`src/rtl/core/assert_macros.svh`:
```
// Assertion macros for the plus code decoder modules.
`ifndef ASSERT_MACROS_SVH
`define ASSERT_MACROS_SVH

`ifndef ASSERT_OFF
`define ASSERT_CLK(label, clk, rstn, prop) \
    label: assert property (@(posedge clk) disable iff (!(rstn)) prop) \
        else $error("assertion failed");
`define ASSERT_NEVER(label, clk, rstn, expr) \
    label: assert property (@(posedge clk) disable iff (!(rstn)) !(expr)) \
        else $error("forbidden condition seen");
`else
`define ASSERT_CLK(label, clk, rstn, prop)
`define ASSERT_NEVER(label, clk, rstn, expr)
`endif

`endif

```
`src/rtl/core/pcd_pkg.sv`:
```
// Types, constants and lookup functions for the plus code decoder.
package pcd_pkg;

    localparam logic [7:0] CHAR_PLUS    = 8'h2B;
    localparam logic [7:0] CHAR_ZERO    = 8'h30;
    localparam logic [7:0] CHAR_LOWER_A = 8'h61;
    localparam logic [7:0] CHAR_LOWER_Z = 8'h7A;
    localparam logic [7:0] CASE_FOLD    = 8'h20;

    localparam logic [4:0] SEP_POS     = 5'd8;
    localparam logic [4:0] AFTER_SEP   = 5'd9;
    localparam logic [4:0] POS_MAX     = 5'd31;
    localparam logic [4:0] PAIR_DIGITS = 5'd10;
    localparam logic [4:0] FIRST_MAX   = 5'd8;
    localparam logic [4:0] SECOND_MAX  = 5'd17;

    localparam logic [7:0] LAT_FINE = 8'd125;
    localparam logic [6:0] LON_FINE = 7'd64;

    // Accumulators start at minus the corner offsets, two's complement.
    localparam logic [32:0] LAT_BASE = 33'd6339934592;
    localparam logic [31:0] LON_BASE = 32'd2820407296;

    // Resolution of a code with no pair at all, reduced modulo the field width.
    localparam logic [33:0] LAT_FULL_WIDE = 34'd10000000000;
    localparam logic [32:0] LAT_FULL      = LAT_FULL_WIDE[32:0];
    localparam logic [31:0] LON_FULL      = 32'd3276800000;

    typedef struct packed {
        logic       ok;
        logic [4:0] val;
    } symbol_t;

    typedef struct packed {
        logic        code_ok;
        logic [4:0]  digits;
        logic [32:0] lat_acc;
        logic [6:0]  lat_rem;
        logic [31:0] lon_acc;
        logic [5:0]  lon_rem;
    } fin_t;

    function automatic logic [7:0] fold_case(input logic [7:0] c);
        if (c >= CHAR_LOWER_A && c <= CHAR_LOWER_Z) begin
            return c - CASE_FOLD;
        end
        return c;
    endfunction

    function automatic symbol_t symbol_lookup(input logic [7:0] c);
        symbol_t s;
        s.ok = 1'b1;
        unique case (c)
            8'h32:   s.val = 5'd0;
            8'h33:   s.val = 5'd1;
            8'h34:   s.val = 5'd2;
            8'h35:   s.val = 5'd3;
            8'h36:   s.val = 5'd4;
            8'h37:   s.val = 5'd5;
            8'h38:   s.val = 5'd6;
            8'h39:   s.val = 5'd7;
            8'h43:   s.val = 5'd8;
            8'h46:   s.val = 5'd9;
            8'h47:   s.val = 5'd10;
            8'h48:   s.val = 5'd11;
            8'h4A:   s.val = 5'd12;
            8'h4D:   s.val = 5'd13;
            8'h50:   s.val = 5'd14;
            8'h51:   s.val = 5'd15;
            8'h52:   s.val = 5'd16;
            8'h56:   s.val = 5'd17;
            8'h57:   s.val = 5'd18;
            8'h58:   s.val = 5'd19;
            default: begin
                s.ok  = 1'b0;
                s.val = 5'd0;
            end
        endcase
        return s;
    endfunction

    // Pair weights in output units, index = pair number.
    function automatic logic [28:0] lat_pair_w(input logic [2:0] k);
        unique case (k)
            3'd0:    return 29'd500000000;
            3'd1:    return 29'd25000000;
            3'd2:    return 29'd1250000;
            3'd3:    return 29'd62500;
            3'd4:    return 29'd3125;
            default: return 29'd0;
        endcase
    endfunction

    function automatic logic [27:0] lon_pair_w(input logic [2:0] k);
        unique case (k)
            3'd0:    return 28'd163840000;
            3'd1:    return 28'd8192000;
            3'd2:    return 28'd409600;
            3'd3:    return 28'd20480;
            3'd4:    return 28'd1024;
            default: return 28'd0;
        endcase
    endfunction

    // Grid weights split into whole output units and a fine remainder.
    function automatic logic [9:0] lat_grid_q(input logic [2:0] g);
        unique case (g)
            3'd0:    return 10'd625;
            3'd1:    return 10'd125;
            3'd2:    return 10'd25;
            3'd3:    return 10'd5;
            3'd4:    return 10'd1;
            default: return 10'd0;
        endcase
    endfunction

    function automatic logic [4:0] lat_grid_r(input logic [2:0] g);
        unique case (g)
            3'd5:    return 5'd25;
            3'd6:    return 5'd5;
            3'd7:    return 5'd1;
            default: return 5'd0;
        endcase
    endfunction

    function automatic logic [8:0] lon_grid_q(input logic [2:0] g);
        unique case (g)
            3'd0:    return 9'd256;
            3'd1:    return 9'd64;
            3'd2:    return 9'd16;
            3'd3:    return 9'd4;
            3'd4:    return 9'd1;
            default: return 9'd0;
        endcase
    endfunction

    function automatic logic [4:0] lon_grid_r(input logic [2:0] g);
        unique case (g)
            3'd5:    return 5'd16;
            3'd6:    return 5'd4;
            3'd7:    return 5'd1;
            default: return 5'd0;
        endcase
    endfunction

endpackage

```
`src/rtl/core/pcd_accum.sv`:
```
// Character checker and digit accumulator of the plus code decoder.
`include "assert_macros.svh"

module pcd_accum #(
    parameter int MAX_GRID_DIGITS = 5
) (
    input  logic          aclk,
    input  logic          aresetn,
    input  logic          in_valid,
    output logic          in_ready,
    input  logic [7:0]    in_char,
    input  logic          in_last,
    output logic          fin_valid,
    input  logic          fin_ready,
    output pcd_pkg::fin_t fin
);

    localparam int GRID_LIMIT = (MAX_GRID_DIGITS < 1) ? 1 :
                                (MAX_GRID_DIGITS > 8) ? 8 : MAX_GRID_DIGITS;

    logic          in_valid_reg;
    logic [7:0]    char_reg;
    logic          last_reg;
    logic [4:0]    pos_reg;
    logic [4:0]    digits_reg;
    logic          sep_reg;
    logic          pad_reg;
    logic          broken_reg;
    logic [32:0]   lat_acc_reg;
    logic [6:0]    lat_rem_reg;
    logic [31:0]   lon_acc_reg;
    logic [5:0]    lon_rem_reg;
    logic          fin_valid_reg;
    pcd_pkg::fin_t fin_reg;

    logic             advance;
    logic             take_last;
    logic [7:0]       c_up;
    pcd_pkg::symbol_t sym;
    logic             broken_next;
    logic             sep_next;
    logic             pad_next;
    logic             add_en;
    logic [4:0]       digits_next;
    logic [4:0]       pos_next;
    logic [4:0]       dm10;
    logic [2:0]       gi;
    logic             pair_on;
    logic             grid_on;
    logic [4:0]       lat_mul;
    logic [28:0]      lat_w;
    logic [4:0]       lon_mul;
    logic [27:0]      lon_w;
    logic [33:0]      lat_prod;
    logic [32:0]      lon_prod;
    logic [7:0]       lat_rprod;
    logic [6:0]       lon_rprod;
    logic [32:0]      lat_acc_next;
    logic [6:0]       lat_rem_next;
    logic [31:0]      lon_acc_next;
    logic [5:0]       lon_rem_next;
    logic             final_broken;

    assign advance   = in_valid_reg && (!last_reg || !fin_valid_reg || fin_ready);
    assign take_last = advance && last_reg;
    assign in_ready  = !in_valid_reg || advance;
    assign fin_valid = fin_valid_reg;
    assign fin       = fin_reg;

    always_comb begin
        c_up        = pcd_pkg::fold_case(char_reg);
        sym         = pcd_pkg::symbol_lookup(c_up);
        broken_next = broken_reg;
        sep_next    = sep_reg;
        pad_next    = pad_reg;
        add_en      = 1'b0;
        if (c_up == pcd_pkg::CHAR_PLUS) begin
            if (sep_reg || pos_reg != pcd_pkg::SEP_POS) begin
                broken_next = 1'b1;
            end else begin
                sep_next = 1'b1;
            end
        end else if (pos_reg < pcd_pkg::SEP_POS) begin
            if (pos_reg == 5'd0 && (!sym.ok || sym.val > pcd_pkg::FIRST_MAX)) begin
                broken_next = 1'b1;
            end
            if (pos_reg == 5'd1 && (!sym.ok || sym.val > pcd_pkg::SECOND_MAX)) begin
                broken_next = 1'b1;
            end
            priority if (pad_reg) begin
                if (c_up != pcd_pkg::CHAR_ZERO) begin
                    broken_next = 1'b1;
                end
            end else if (sym.ok) begin
                add_en = 1'b1;
            end else if (c_up == pcd_pkg::CHAR_ZERO) begin
                pad_next = 1'b1;
                if (pos_reg[0]) begin
                    broken_next = 1'b1;
                end
            end else begin
                broken_next = 1'b1;
            end
        end else if (!sep_reg) begin
            broken_next = 1'b1;
        end else if (pad_reg || !sym.ok) begin
            broken_next = 1'b1;
        end else begin
            add_en = 1'b1;
        end
    end

    always_comb begin
        dm10    = digits_reg - pcd_pkg::PAIR_DIGITS;
        gi      = dm10[2:0];
        pair_on = add_en && (digits_reg < pcd_pkg::PAIR_DIGITS);
        grid_on = add_en && (digits_reg >= pcd_pkg::PAIR_DIGITS)
                  && (dm10 < 5'(GRID_LIMIT));
        lat_mul   = 5'd0;
        lat_w     = 29'd0;
        lon_mul   = 5'd0;
        lon_w     = 28'd0;
        lat_rprod = 8'd0;
        lon_rprod = 7'd0;
        if (pair_on) begin
            if (digits_reg[0]) begin
                lon_mul = sym.val;
                lon_w   = pcd_pkg::lon_pair_w(digits_reg[3:1]);
            end else begin
                lat_mul = sym.val;
                lat_w   = pcd_pkg::lat_pair_w(digits_reg[3:1]);
            end
        end else if (grid_on) begin
            lat_mul   = {2'b00, sym.val[4:2]};
            lat_w     = {19'd0, pcd_pkg::lat_grid_q(gi)};
            lon_mul   = {3'b000, sym.val[1:0]};
            lon_w     = {19'd0, pcd_pkg::lon_grid_q(gi)};
            lat_rprod = 8'(sym.val[4:2]) * 8'(pcd_pkg::lat_grid_r(gi));
            lon_rprod = 7'(sym.val[1:0]) * 7'(pcd_pkg::lon_grid_r(gi));
        end
        lat_prod     = 34'(lat_mul) * 34'(lat_w);
        lon_prod     = 33'(lon_mul) * 33'(lon_w);
        lat_acc_next = lat_acc_reg + lat_prod[32:0];
        lon_acc_next = lon_acc_reg + lon_prod[31:0];
        lat_rem_next = lat_rem_reg + lat_rprod[6:0];
        lon_rem_next = lon_rem_reg + lon_rprod[5:0];
        digits_next  = (add_en && digits_reg != pcd_pkg::POS_MAX) ?
                       digits_reg + 5'd1 : digits_reg;
        pos_next     = (pos_reg != pcd_pkg::POS_MAX) ? pos_reg + 5'd1 : pos_reg;
        final_broken = broken_next || !sep_next || (pos_reg == pcd_pkg::AFTER_SEP);
    end

    always_ff @(posedge aclk) begin
        if (!aresetn) begin
            in_valid_reg <= 1'b0;
        end else if (in_ready) begin
            in_valid_reg <= in_valid;
        end
        if (in_ready && in_valid) begin
            char_reg <= in_char;
            last_reg <= in_last;
        end
    end

    always_ff @(posedge aclk) begin
        if (!aresetn || take_last) begin
            pos_reg     <= 5'd0;
            digits_reg  <= 5'd0;
            sep_reg     <= 1'b0;
            pad_reg     <= 1'b0;
            broken_reg  <= 1'b0;
            lat_acc_reg <= pcd_pkg::LAT_BASE;
            lat_rem_reg <= 7'd0;
            lon_acc_reg <= pcd_pkg::LON_BASE;
            lon_rem_reg <= 6'd0;
        end else if (advance) begin
            pos_reg     <= pos_next;
            digits_reg  <= digits_next;
            sep_reg     <= sep_next;
            pad_reg     <= pad_next;
            broken_reg  <= broken_next;
            lat_acc_reg <= lat_acc_next;
            lat_rem_reg <= lat_rem_next;
            lon_acc_reg <= lon_acc_next;
            lon_rem_reg <= lon_rem_next;
        end
    end

    always_ff @(posedge aclk) begin
        if (!aresetn) begin
            fin_valid_reg <= 1'b0;
        end else if (take_last) begin
            fin_valid_reg <= 1'b1;
        end else if (fin_ready) begin
            fin_valid_reg <= 1'b0;
        end
        if (take_last) begin
            fin_reg.code_ok <= !final_broken;
            fin_reg.digits  <= digits_next;
            fin_reg.lat_acc <= lat_acc_next;
            fin_reg.lat_rem <= lat_rem_next;
            fin_reg.lon_acc <= lon_acc_next;
            fin_reg.lon_rem <= lon_rem_next;
        end
    end

    `ASSERT_CLK(a_clear_after_last, aclk, aresetn, take_last |=> (pos_reg == 5'd0 && !sep_reg))
    `ASSERT_NEVER(a_lat_rem_range, aclk, aresetn, lat_rem_reg >= 7'd125)
    `ASSERT_NEVER(a_digits_le_pos, aclk, aresetn, digits_reg > pos_reg)
    `ASSERT_NEVER(a_sep_position, aclk, aresetn, sep_reg && pos_reg < pcd_pkg::AFTER_SEP)

endmodule

```
`src/rtl/core/pcd_corner.sv`:
```
// Box corner stage and output register of the plus code decoder.
module pcd_corner #(
    parameter int MAX_GRID_DIGITS = 5
) (
    input  logic          aclk,
    input  logic          aresetn,
    input  logic          fin_valid,
    output logic          fin_ready,
    input  pcd_pkg::fin_t fin,
    output logic          out_valid,
    input  logic          out_ready,
    output logic          out_code_valid,
    output logic [32:0]   out_south,
    output logic [32:0]   out_north,
    output logic [31:0]   out_west,
    output logic [31:0]   out_east
);

    localparam int GRID_LIMIT = (MAX_GRID_DIGITS < 1) ? 1 :
                                (MAX_GRID_DIGITS > 8) ? 8 : MAX_GRID_DIGITS;

    logic        out_valid_reg;
    logic        code_ok_reg;
    logic [32:0] south_reg;
    logic [32:0] north_reg;
    logic [31:0] west_reg;
    logic [31:0] east_reg;

    logic [2:0]  pair_k;
    logic [4:0]  dm10;
    logic [4:0]  g_sat;
    logic [4:0]  g_idx;
    logic [32:0] lat_res_q;
    logic [4:0]  lat_res_r;
    logic [31:0] lon_res_q;
    logic [4:0]  lon_res_r;
    logic [7:0]  lat_rsum;
    logic [6:0]  lon_rsum;
    logic        lat_carry;
    logic        lon_carry;
    logic [32:0] north_calc;
    logic [31:0] east_calc;
    logic [4:0]  pair_half;

    assign fin_ready      = !out_valid_reg || out_ready;
    assign out_valid      = out_valid_reg;
    assign out_code_valid = code_ok_reg;
    assign out_south      = south_reg;
    assign out_north      = north_reg;
    assign out_west       = west_reg;
    assign out_east       = east_reg;

    always_comb begin
        pair_half = {1'b0, fin.digits[4:1]} - 5'd1;
        pair_k    = pair_half[2:0];
        dm10      = fin.digits - pcd_pkg::PAIR_DIGITS;
        g_sat     = (dm10 > 5'(GRID_LIMIT)) ? 5'(GRID_LIMIT) : dm10;
        g_idx     = g_sat - 5'd1;
        lat_res_r = 5'd0;
        lon_res_r = 5'd0;
        priority if (fin.digits < 5'd2) begin
            lat_res_q = pcd_pkg::LAT_FULL;
            lon_res_q = pcd_pkg::LON_FULL;
        end else if (fin.digits <= pcd_pkg::PAIR_DIGITS) begin
            lat_res_q = {4'd0, pcd_pkg::lat_pair_w(pair_k)};
            lon_res_q = {4'd0, pcd_pkg::lon_pair_w(pair_k)};
        end else begin
            lat_res_q = {23'd0, pcd_pkg::lat_grid_q(g_idx[2:0])};
            lon_res_q = {23'd0, pcd_pkg::lon_grid_q(g_idx[2:0])};
            lat_res_r = pcd_pkg::lat_grid_r(g_idx[2:0]);
            lon_res_r = pcd_pkg::lon_grid_r(g_idx[2:0]);
        end
        lat_rsum   = {1'b0, fin.lat_rem} + {3'd0, lat_res_r};
        lon_rsum   = {1'b0, fin.lon_rem} + {2'd0, lon_res_r};
        lat_carry  = lat_rsum >= pcd_pkg::LAT_FINE;
        lon_carry  = lon_rsum >= pcd_pkg::LON_FINE;
        north_calc = fin.lat_acc + lat_res_q + {32'd0, lat_carry};
        east_calc  = fin.lon_acc + lon_res_q + {31'd0, lon_carry};
    end

    always_ff @(posedge aclk) begin
        if (!aresetn) begin
            out_valid_reg <= 1'b0;
        end else if (fin_ready) begin
            out_valid_reg <= fin_valid;
        end
        if (fin_ready && fin_valid) begin
            code_ok_reg <= fin.code_ok;
            south_reg   <= fin.code_ok ? fin.lat_acc : 33'd0;
            north_reg   <= fin.code_ok ? north_calc : 33'd0;
            west_reg    <= fin.code_ok ? fin.lon_acc : 32'd0;
            east_reg    <= fin.code_ok ? east_calc : 32'd0;
        end
    end

endmodule

```
`src/rtl/core/plus_code_decoder_top.sv`:
```
// Top level of the plus code decoder: character stream in, decoded box out.
//
// Input channel s_axis: one ASCII character of a full plus code per word,
// lower case folded to upper case; s_axis_tlast marks the final character.
// Output channel m_axis: one word per code, issued for the character marked
// last; m_axis_tuser is the valid flag and tdata carries the box corners
// (latitude in 1/25,000,000 degree, longitude in 1/8,192,000 degree, signed).
// Corners are zero when the flag is low.
// Throughput: one character per cycle unless a final character is held back; the per-character check
// and the position-weighted digit add both work on the character in the input register, combinationally.
// m_axis_tvalid rises once the final character has passed the input register, the accumulator result
// register and the corner output register.
// A stalled receiver holds the output word; characters of the next code keep
// flowing until the next final character meets both result registers full.
// Reset (aresetn low, synchronous) empties all registers and clears the
// decoder state; every final character also returns it to that state.
module plus_code_decoder_top #(
    parameter int MAX_GRID_DIGITS = 5
) (
    input  logic         aclk,
    input  logic         aresetn,
    input  logic         s_axis_tvalid,
    output logic         s_axis_tready,
    input  logic [7:0]   s_axis_tdata,   // [7:0] code_char
    input  logic         s_axis_tlast,
    output logic         m_axis_tvalid,
    input  logic         m_axis_tready,
    output logic [135:0] m_axis_tdata,   // south_lat, north_lat, west_lon, east_lon, zero fill
    output logic         m_axis_tuser    // code_valid
);

    logic          fin_valid;
    logic          fin_ready;
    pcd_pkg::fin_t fin;
    logic [32:0]   south;
    logic [32:0]   north;
    logic [31:0]   west;
    logic [31:0]   east;

    pcd_accum #(
        .MAX_GRID_DIGITS(MAX_GRID_DIGITS)
    ) u_accum (
        .aclk      (aclk),
        .aresetn   (aresetn),
        .in_valid  (s_axis_tvalid),
        .in_ready  (s_axis_tready),
        .in_char   (s_axis_tdata),
        .in_last   (s_axis_tlast),
        .fin_valid (fin_valid),
        .fin_ready (fin_ready),
        .fin       (fin)
    );

    pcd_corner #(
        .MAX_GRID_DIGITS(MAX_GRID_DIGITS)
    ) u_corner (
        .aclk           (aclk),
        .aresetn        (aresetn),
        .fin_valid      (fin_valid),
        .fin_ready      (fin_ready),
        .fin            (fin),
        .out_valid      (m_axis_tvalid),
        .out_ready      (m_axis_tready),
        .out_code_valid (m_axis_tuser),
        .out_south      (south),
        .out_north      (north),
        .out_west       (west),
        .out_east       (east)
    );

    assign m_axis_tdata = {6'd0, east, west, north, south};

endmodule

```
`config.mk`:
```
export PLATFORM = sky130hd
export DESIGN_NAME = plus_code_decoder_top
export DESIGN_NICKNAME = d
export VERILOG_FILES = /design/src/rtl/core/pcd_pkg.sv /design/src/rtl/core/pcd_accum.sv /design/src/rtl/core/pcd_corner.sv /design/src/rtl/core/plus_code_decoder_top.sv
export VERILOG_INCLUDE_DIRS = /design/src /design/src/rtl/core
export SDC_FILE = /design/constraint.sdc
export NUM_CORES = 1
export LEC_CHECK = 0
export ABC_AREA = 1
export BUFFER_PORTS_ARGS = -buffer_cell sky130_fd_sc_hd__buf_4
export CAP_MARGIN = 5
export CELL_PAD_IN_SITES_DETAIL_PLACEMENT = 0
export CELL_PAD_IN_SITES_GLOBAL_PLACEMENT = 1
export CORE_ASPECT_RATIO = 1.2
export CORE_MARGIN = 2
export CORE_UTILIZATION = 43
export CTS_BUF_LIST = sky130_fd_sc_hd__clkbuf_16
export DETAILED_ROUTE_END_ITERATION = 7
export PLACE_DENSITY = 0.86
export SYNTH_ARGS = -nofsm -noshare
export SYNTH_HDL_FRONTEND = slang
export SYNTH_SLANG_ARGS = --single-unit
```
`constraint.sdc`:
```
create_clock -name aclk -period 6.8 [get_ports aclk]
set_input_delay 0.68 -clock aclk [delete_from_list [all_inputs] [get_ports aclk]]
set_output_delay 0.68 -clock aclk [all_outputs]
set_load 0.005 [all_outputs]
```
==> results of run 1 <==
==> layout make-up <==
cell class,count,area (sq um),share of cell area (%)
well taps,742,928.4,3.214
multi-input cells,1989,14000,48.46
repair buffers,212,1612,5.580
flip-flops and latches,318,8608,29.80
clock buffers,40,1001,3.466
inverters,668,2509,8.686
clock inverters,29,227.7,0.7884
==> metal layers <==
metal  share of wire, %  up-vias
met2                 48      481
met1                 44     9308
met4                3.9        0
li1                   -    10050
met5                  0        -
met3                4.3      121
==> Yosys cell counts (4+ instances only) <==
cell,number
sky130_fd_sc_hd__o22ai_1,4
sky130_fd_sc_hd__xnor2_1,25
sky130_fd_sc_hd__o21bai_1,6
sky130_fd_sc_hd__nor2_4,4
sky130_fd_sc_hd__fa_1,166
sky130_fd_sc_hd__nand2_1,494
sky130_fd_sc_hd__o221ai_1,4
sky130_fd_sc_hd__nand3_1,63
sky130_fd_sc_hd__ha_1,222
sky130_fd_sc_hd__nor2_1,307
sky130_fd_sc_hd__o21a_1,18
sky130_fd_sc_hd__xor2_1,51
sky130_fd_sc_hd__a21o_1,9
sky130_fd_sc_hd__inv_1,646
sky130_fd_sc_hd__nor4_1,15
sky130_fd_sc_hd__nand3b_1,4
sky130_fd_sc_hd__dfxtp_1,94
sky130_fd_sc_hd__a21oi_1,260
sky130_fd_sc_hd__nor2_2,8
sky130_fd_sc_hd__nor3_1,26
sky130_fd_sc_hd__or2_2,7
sky130_fd_sc_hd__nand4_1,22
sky130_fd_sc_hd__nand2_2,6
sky130_fd_sc_hd__buf_4,10
sky130_fd_sc_hd__clkbuf_1,42
sky130_fd_sc_hd__edfxtp_1,224
sky130_fd_sc_hd__o21ai_0,175
sky130_fd_sc_hd__and2_1,5
sky130_fd_sc_hd__buf_2,5
sky130_fd_sc_hd__buf_1,6
sky130_fd_sc_hd__a31oi_1,11
sky130_fd_sc_hd__inv_2,20
sky130_fd_sc_hd__o211ai_1,17
==> worst max-delay path, delay by kind of cell, from the launching register on <==
kind,cells,cell delay (ps)
adders and majority gates,4,1950
AOI/OAI and AO/OA,8,1320
buffers and inverters,9,1120
xor gates and xnor gates,1,190
DFF,1,490
and+or+nand+nor,12,1210
==> through the flow <==
step	total power, W	cells
CTS	0.004896	3988
detailed placement	0.002876	3919
global placement	0.002868	3919
floorplan	0.002679	3038
finish	0.004861	3998
global route	0.005087	3998
==> power breakdown <==
part / switching, W / leakage, nW / total, W / internal [W]
Sequential: 0.0000476 / 2.84 / 0.00219 / 0.00214
Clock: 0.000886 / 0.624 / 0.00201 / 0.00112
Combinational: 0.000437 / 10.9 / 0.000663 / 0.000226
==> worst max path at each step <==
stage / from / endpoint / slack (ps)
2_1_floorplan: u_accum.char_reg[1] / u_accum.fin[69] / 600
5_1_grt: u_accum.char_reg[3] / u_accum.fin[62] / -160
3_5_place_dp: u_accum.char_reg[2] / u_accum.fin[74] / -50
6_report: u_accum.char_reg[3] / u_accum.lat_acc_reg[28] / 330
3_3_place_gp: u_accum.char_reg[2] / u_accum.fin[74] / 10
4_1_cts: u_accum.char_reg[2] / u_accum.fin[74] / -10
==> logic make-up (layout without fill, tap and decap cells) <==
kind of cell / count (synthesis) / after routing
compound gates: 531 / 531
xor+xnor: 76 / 76
fa+ha+maj: 388 / 388
buf+inv: 731 / 949
flops: 318 / 318
other cells: 2 / 23
simple gates: 971 / 971
==> repair_timing <==
| action | CTS | global route |
|---|---|---|
| setup buffers | 0 | 10 |
| setup endpoints to repair | 2 | 57 |
| pin swaps | 0 | 9 |
| gates resized for setup | 2 | 52 |
==> results by group, run 1 <==
Run status
  – Result of the run: completed

Worst setup path
  – Worst Path Required: 7210 ps
  – Worst reg2reg path endpoint: u_accum.lat_acc_reg[28]
  – Path depth of the worst reg2reg path: 34
  – Worst Path Class, Setup: reg -> reg
  – Slowest cell on the critical path: sky130_fd_sc_hd__fa_1
  – Kind of launch point of the worst setup path: register
  – Reg-to-Reg Start: u_accum.char_reg[3]
  – Maximum fanout along the worst path: 9
  – Setup slack of the worst register-to-register path: 330 ps
  – Endpoint class of the critical path: register
  – Biggest cell delay along the critical path: 550 ps
  – Arrival time worst endpoint: 6880 ps

Placement
  – Final weighted congestion of routability-driven global placement: 0.9035
  – Half-perimeter wire length after detailed placement: 51.60 mm
  – Placement-stage cell area: between 20000 and 30000 sq um
  – Worst setup timing slack at the placement stage: -45.25 ps
  – Number of port buffers: 145

Cells and area
  – Final layout net count: roughly 3600
  – # diodes: 0
  – Leading cell type in the layout, fill and taps excluded: sky130_fd_sc_hd__inv_1
  – Post-layout util: around half
  – Share of layout cells above drive strength 1: 11.27%
  – Number of inserted filler cells in the final layout: 5513
  – Layout overhead on the synthesized area: 14.96%
  – Number of flip-flops under the largest register name: 84
  – Highest-count cells in the layout ignoring fill and taps: 652 x sky130_fd_sc_hd__inv_1, 489 x sky130_fd_sc_hd__nand2_1, 292 x sky130_fd_sc_hd__nor2_1
  – Post-Layout Inst Area: 28880 sq um

Synthesis
  – Cell count after synthesis: roughly 3000
  – Total standard cell area after synthesis: 25120 sq um
  – Fraction of the yosys area taken by sequential cells: between 30% and 40%
  – Count of warnings emitted by yosys: 0
  – Number of enable-type register cells in the synthesized netlist: 224
  – Synth Area in Simple Gates: about 16%
  – Predominant post-synthesis flop cell: sky130_fd_sc_hd__edfxtp_1
  – Proportion of netlist area held by the largest area contributor: between 20% and 30%
  – Post-synthesis async set-or-reset flop share: 0%
  – Number of library cell types mapped by synthesis: 57
  – Most area-hungry cell type in the Yosys netlist: sky130_fd_sc_hd__edfxtp_1
  – Synth Area in Compound Gates: 11.58%
  – Synthesized-area fraction occupied by xor and xnor cells: 2.649%
  – Synthesized area divided by synthesized cell count: 8.328 sq um
  – Post-synthesis share of cell area spent on full adders, half adders and majority gates: 24.28%
  – Main combinational cell family by area after synthesis: adder cells
  – Mux cell area share after synthesis: 0%
  – Leading post-synthesis cells by cell area: sky130_fd_sc_hd__edfxtp_1 27%, sky130_fd_sc_hd__fa_1 13%, sky130_fd_sc_hd__ha_1 11%, sky130_fd_sc_hd__inv_1 9.7%, sky130_fd_sc_hd__dfxtp_1 7.5%
  – Number of synthesized register bits: between 300 and 400

GRT
  – Antenna violations before repair: 1
  – Number of global-route vias before repair: 19630
  – Met1 capacity usage during global routing: between 20% and 30%
  – Total gr overflow: 0
  – Gr usage total: between 20% and 30%
  – Highest-utilization routing layer at the global route stage: met2
  – Grt met3 use: 2.495%
  – Global-route wire length before repair: 103.9 mm
  – Met2 Track Usage GR: ~37%
  – Pin count of the biggest net entering global routing: between 100 and 150

Min path
  – Launch instance of the worst min-delay path: s_axis_tdata[7]
  – End of the worst hold path: u_accum.char_reg[7]
  – Class of the most critical hold timing path: in -> reg
  – Hold depth: 1

Clocking
  – Clock Sink Count: 318
  – CTS Buf Count: 38
  – Number of H-tree levels: 2
  – Clock input transition at the sequential cells of the worst setup and hold paths: 60 ps
  – Post-cts hold buffer count: 0
  – Root buffer selected by CTS: sky130_fd_sc_hd__clkbuf_16
  – Maximum count of clock buffers along a single path: 3
  – Clock tree from TritonCTS: done
  – Clk_lat worst skew: 580 ps

Floorplanning
  – # rows: 97
  – Initial cell density of the core: 43.22%
  – Die extent in x: 224.7 um
  – Number of top-level pins: ~150
  – Overall die area: 60390 sq um
  – Core Area: around 58000 sq um
  – Die Span Y: approximately 270 um

Power and ir drop
  – Leakage power figure: 14.39 nW
  – Peak ir drop on the vdd network: 0.1547 mV
  – Cell Pwr Density: between 150 and 200 nW/um^2

Route
  – Post-detailed-route count of antenna-violating nets: 0
  – Detailed-route DRC error count: 0
  – Total wire length: 65.23 mm
  – Detailed-route vias per instance: ~5
  – Drt first-iter violations: 1363
  – Number of detailed-route iterations in the first pass: 5
  – Detailed-route wire length per cell: 16.31 um
  – Vias after detailed routing: 19960

STA
  – Worst Skew: 21.48 ps
  – Shortest period the worst path allows: 6467 ps
  – Post-route setup TNS: 0 ps
  – Worst Hold Slack: around 280 ps
  – Maximum operating frequency: 0.1546 GHz
  – Number of max-slew violations in the final report: 0
  – Final hold violation count: 0
  – Final cycle utilization of the critical path: 95.10%
  – RSZ-0062 raised after global routing: true
  – Final critical-path setup slack: around 330 ps
  – Total setup violations reported at the end of the flow: 0
  – Worst relative slew slack: 30.96%
  – Worst-Margin Slew: between 1000 and 1500 ps

Job
  – Number of max-cap violations: 0
(Power assumes the default switching activity.)
==> run 2, diff against run 1 <==
--- a/config.mk
+++ b/config.mk
@@ -13,10 +13,10 @@
 export CELL_PAD_IN_SITES_GLOBAL_PLACEMENT = 1
 export CORE_ASPECT_RATIO = 1.2
 export CORE_MARGIN = 2
-export CORE_UTILIZATION = 43
+export CORE_UTILIZATION = 51
 export CTS_BUF_LIST = sky130_fd_sc_hd__clkbuf_16
 export DETAILED_ROUTE_END_ITERATION = 7
-export PLACE_DENSITY = 0.86
+export PLACE_DENSITY = 0.95
 export SYNTH_ARGS = -nofsm -noshare
 export SYNTH_HDL_FRONTEND = slang
 export SYNTH_SLANG_ARGS = --single-unit
==> constraint.sdc (replaced) <==
create_clock -name aclk -period 8 [get_ports aclk]
set_input_delay 0.8 -clock aclk [delete_from_list [all_inputs] [get_ports aclk]]
set_output_delay 0.8 -clock aclk [all_outputs]
set_load 0.005 [all_outputs]
==> results by group, run 2 (synthesized netlist as in run 1, its figures left out) <==
Job
  – Number of max-cap violations: 0

Placement
  – Number of cells in the design after placement: approximately 3800
  – Final weighted congestion of routability-driven global placement: roughly 1
  – Number of port buffers: 145
  – Half-perimeter wire length after detailed placement: 52.67 mm

Worst setup path
  – Most used cell, CP: sky130_fd_sc_hd__nand2_1
  – Worst Path Class, Setup: reg -> reg
  – Biggest cell delay along the critical path: 540 ps
  – Endpoint class of the critical path: register
  – Kind of launch point of the worst setup path: register
  – Worst Path Required: 8320 ps
  – Maximum fanout along the worst path: 12
  – Slowest cell on the critical path: sky130_fd_sc_hd__edfxtp_1
  – Arrival time worst endpoint: 7720 ps

Cells and area
  – Share of layout cells above drive strength 1: under 10%
  – Number of flip-flops under the largest register name: 84
  – Final layout net count: around 3600
  – Final Instance Count excl. Fillers: 3852
  – Number of inserted filler cells in the final layout: 4353
  – Layout overhead on the synthesized area: 12.59%
  – Highest-count cells in the layout ignoring fill and taps: 649 x sky130_fd_sc_hd__inv_1, 492 x sky130_fd_sc_hd__nand2_1, 306 x sky130_fd_sc_hd__nor2_1
  – # diodes: 0
  – Leading cell type in the layout, fill and taps excluded: sky130_fd_sc_hd__inv_1

Power and ir drop
  – Sw Share: 27.57%
  – Seq pwr share: 44.5%
  – Switching power: between 0.001 and 0.0015 W
  – Leakage power figure: 14.17 nW
  – Power share of the combinational group: about an eighth
  – Peak ir drop on the vdd network: ~0.14 mV
  – Internal Power: 0.003031 W
  – Cell Pwr Density: 147.9 nW/um^2
  – Portion of total power attributed to the clock network: between 40% and 50%

Clocking
  – Clock input transition at the sequential cells of the worst setup and hold paths: 60 ps
  – Number of H-tree levels: 2
  – Root buffer selected by CTS: sky130_fd_sc_hd__clkbuf_16
  – Maximum count of clock buffers along a single path: 3
  – Clk_lat worst skew: 570 ps
  – Clock tree from TritonCTS: done
  – CTS Buf Count: 37
  – Post-cts hold buffer count: 0
  – Number of gates given a new drive strength after cts: 0
  – Clock Sink Count: between 300 and 400

Route
  – Detailed-route DRC error count: 0
  – Vias after detailed routing: 20470
  – Detailed-route vias per instance: 5.315
  – Post-detailed-route count of antenna-violating nets: 0
  – Number of detailed-route iterations in the first pass: 6
  – Detailed-route wire length per cell: about 17 um
  – Drt first-iter violations: 1323
  – Total wire length: between 60 and 70 mm

STA
  – Final hold violation count: 0
  – Shortest period the worst path allows: 7398 ps
  – Worst-Margin Slew: between 1000 and 1500 ps
  – Total setup violations reported at the end of the flow: 0
  – Maximum operating frequency: 0.1352 GHz
  – RSZ-0062 raised after global routing: false
  – Final cycle utilization of the critical path: 92.47%
  – Number of max-slew violations in the final report: 0
  – Post-route setup TNS: 0 ps
  – Worst relative slew slack: between 20% and 30%
  – Worst Skew: 24.23 ps

Floorplanning
  – # rows: 89
  – Overall die area: between 50000 and 60000 sq um
  – Number of top-level pins: 152
  – Core Area: ~49000 sq um
  – Initial cell density of the core: 51.39%
  – Die Span Y: about 250 um
  – Die extent in x: 206.6 um

GRT
  – Antenna violations before repair: 1
  – Pin count of the biggest net entering global routing: 88
  – Total gr overflow: 0
  – Global-route wire length before repair: 106.0 mm
  – Gr usage total: 26.82%
  – Number of global-route vias before repair: 20150

Min path
  – Class of the most critical hold timing path: in -> reg

Run status
  – Result of the run: completed
## run 2: changes by cell type in the layout (fill, tap and decap cells not counted), moves of 5 or more
cell                      before  now
sky130_fd_sc_hd__a21oi_1     255  260
sky130_fd_sc_hd__o21ai_0     164  175
sky130_fd_sc_hd__nor2_2       19    8
sky130_fd_sc_hd__a21oi_2       6    1
sky130_fd_sc_hd__o21ai_1       9    0
sky130_fd_sc_hd__buf_4       209  173
sky130_fd_sc_hd__nor2_1      292  306
## run 2: power groups by stage
stage	clock network, W	logic (W)	registers, W
global route	0.00186	0.000632	0.00187
detailed placement	0	0.000547	0.00190
floorplan	0	0.000394	0.00188
CTS	0.00179	0.000551	0.00186
finish	0.00176	0.000558	0.00186
global placement	0	0.000536	0.00190
## run 2: critical path, delay by kind of cell (launching register included)
family,cells,cell delay [ps]
simple gates,24,3560
compound gates,3,720
fa+ha+maj,4,1830
flops,1,540
buf+inv,7,490
## run 2: final cells by class
type                       count  area, sq um  area share [%]
clock buffer                  39        975.9           3.450
clock inverter                28        279.0          0.9864
inverter                     668         2509           8.869
multi-input combinational   1989        13820           48.85
sequential                   318         8608           30.43
tap                          637        797.0           2.818
timing repair buffer         173         1299           4.591
## run 2: worst paths after layout
path | from | to | slack [ps] | cells after the start
setup / recovery | u_accum.char_reg[0] | u_accum.fin[74] | 600 | 38
hold / removal | s_axis_tdata[3] | u_accum.char_reg[3] | 410 | 1
setup reg to reg | u_accum.char_reg[0] | u_accum.fin[74] | 600 | 38
hold reg to reg | u_accum.lat_acc_reg[0] | u_accum.lat_acc_reg[0] | 470 | 2
## run 2: what timing repair did
action | in CTS | in global routing
setup buffers | 0 | 9
endpoints found under the hold margin | 0 | 0
endpoints found under the setup margin | 0 | 3
## run 2: routing by layer
layer / wire [um] / track usage (%) / vias up
met1: 28530 / 35.09 / 9755
met2: 32100 / 45.42 / 627
met5: 9 / 0 / -
met3: 3844 / 2.820 / 124
li1: - / - / 9964
met4: 2533 / 10.74 / 2
## run 2: per-stage QoR
stage | cell area, sq um | hold WS (ps) | utilization, % | power, W | worst slack [ps]
floorplan | 25200 | 436.9 | - | 0.002278 | 1031
global placement | 26960 | 447.4 | 55.16 | 0.002434 | 715.0
detailed placement | 26960 | 459.4 | 55.16 | 0.002447 | 600.0
CTS | 28220 | 391.7 | 57.73 | 0.004206 | 561.8
global route | 28290 | 394.1 | 57.86 | 0.004359 | 29.48
finish | 28290 | 413.1 | 57.86 | 0.004185 | 602.1
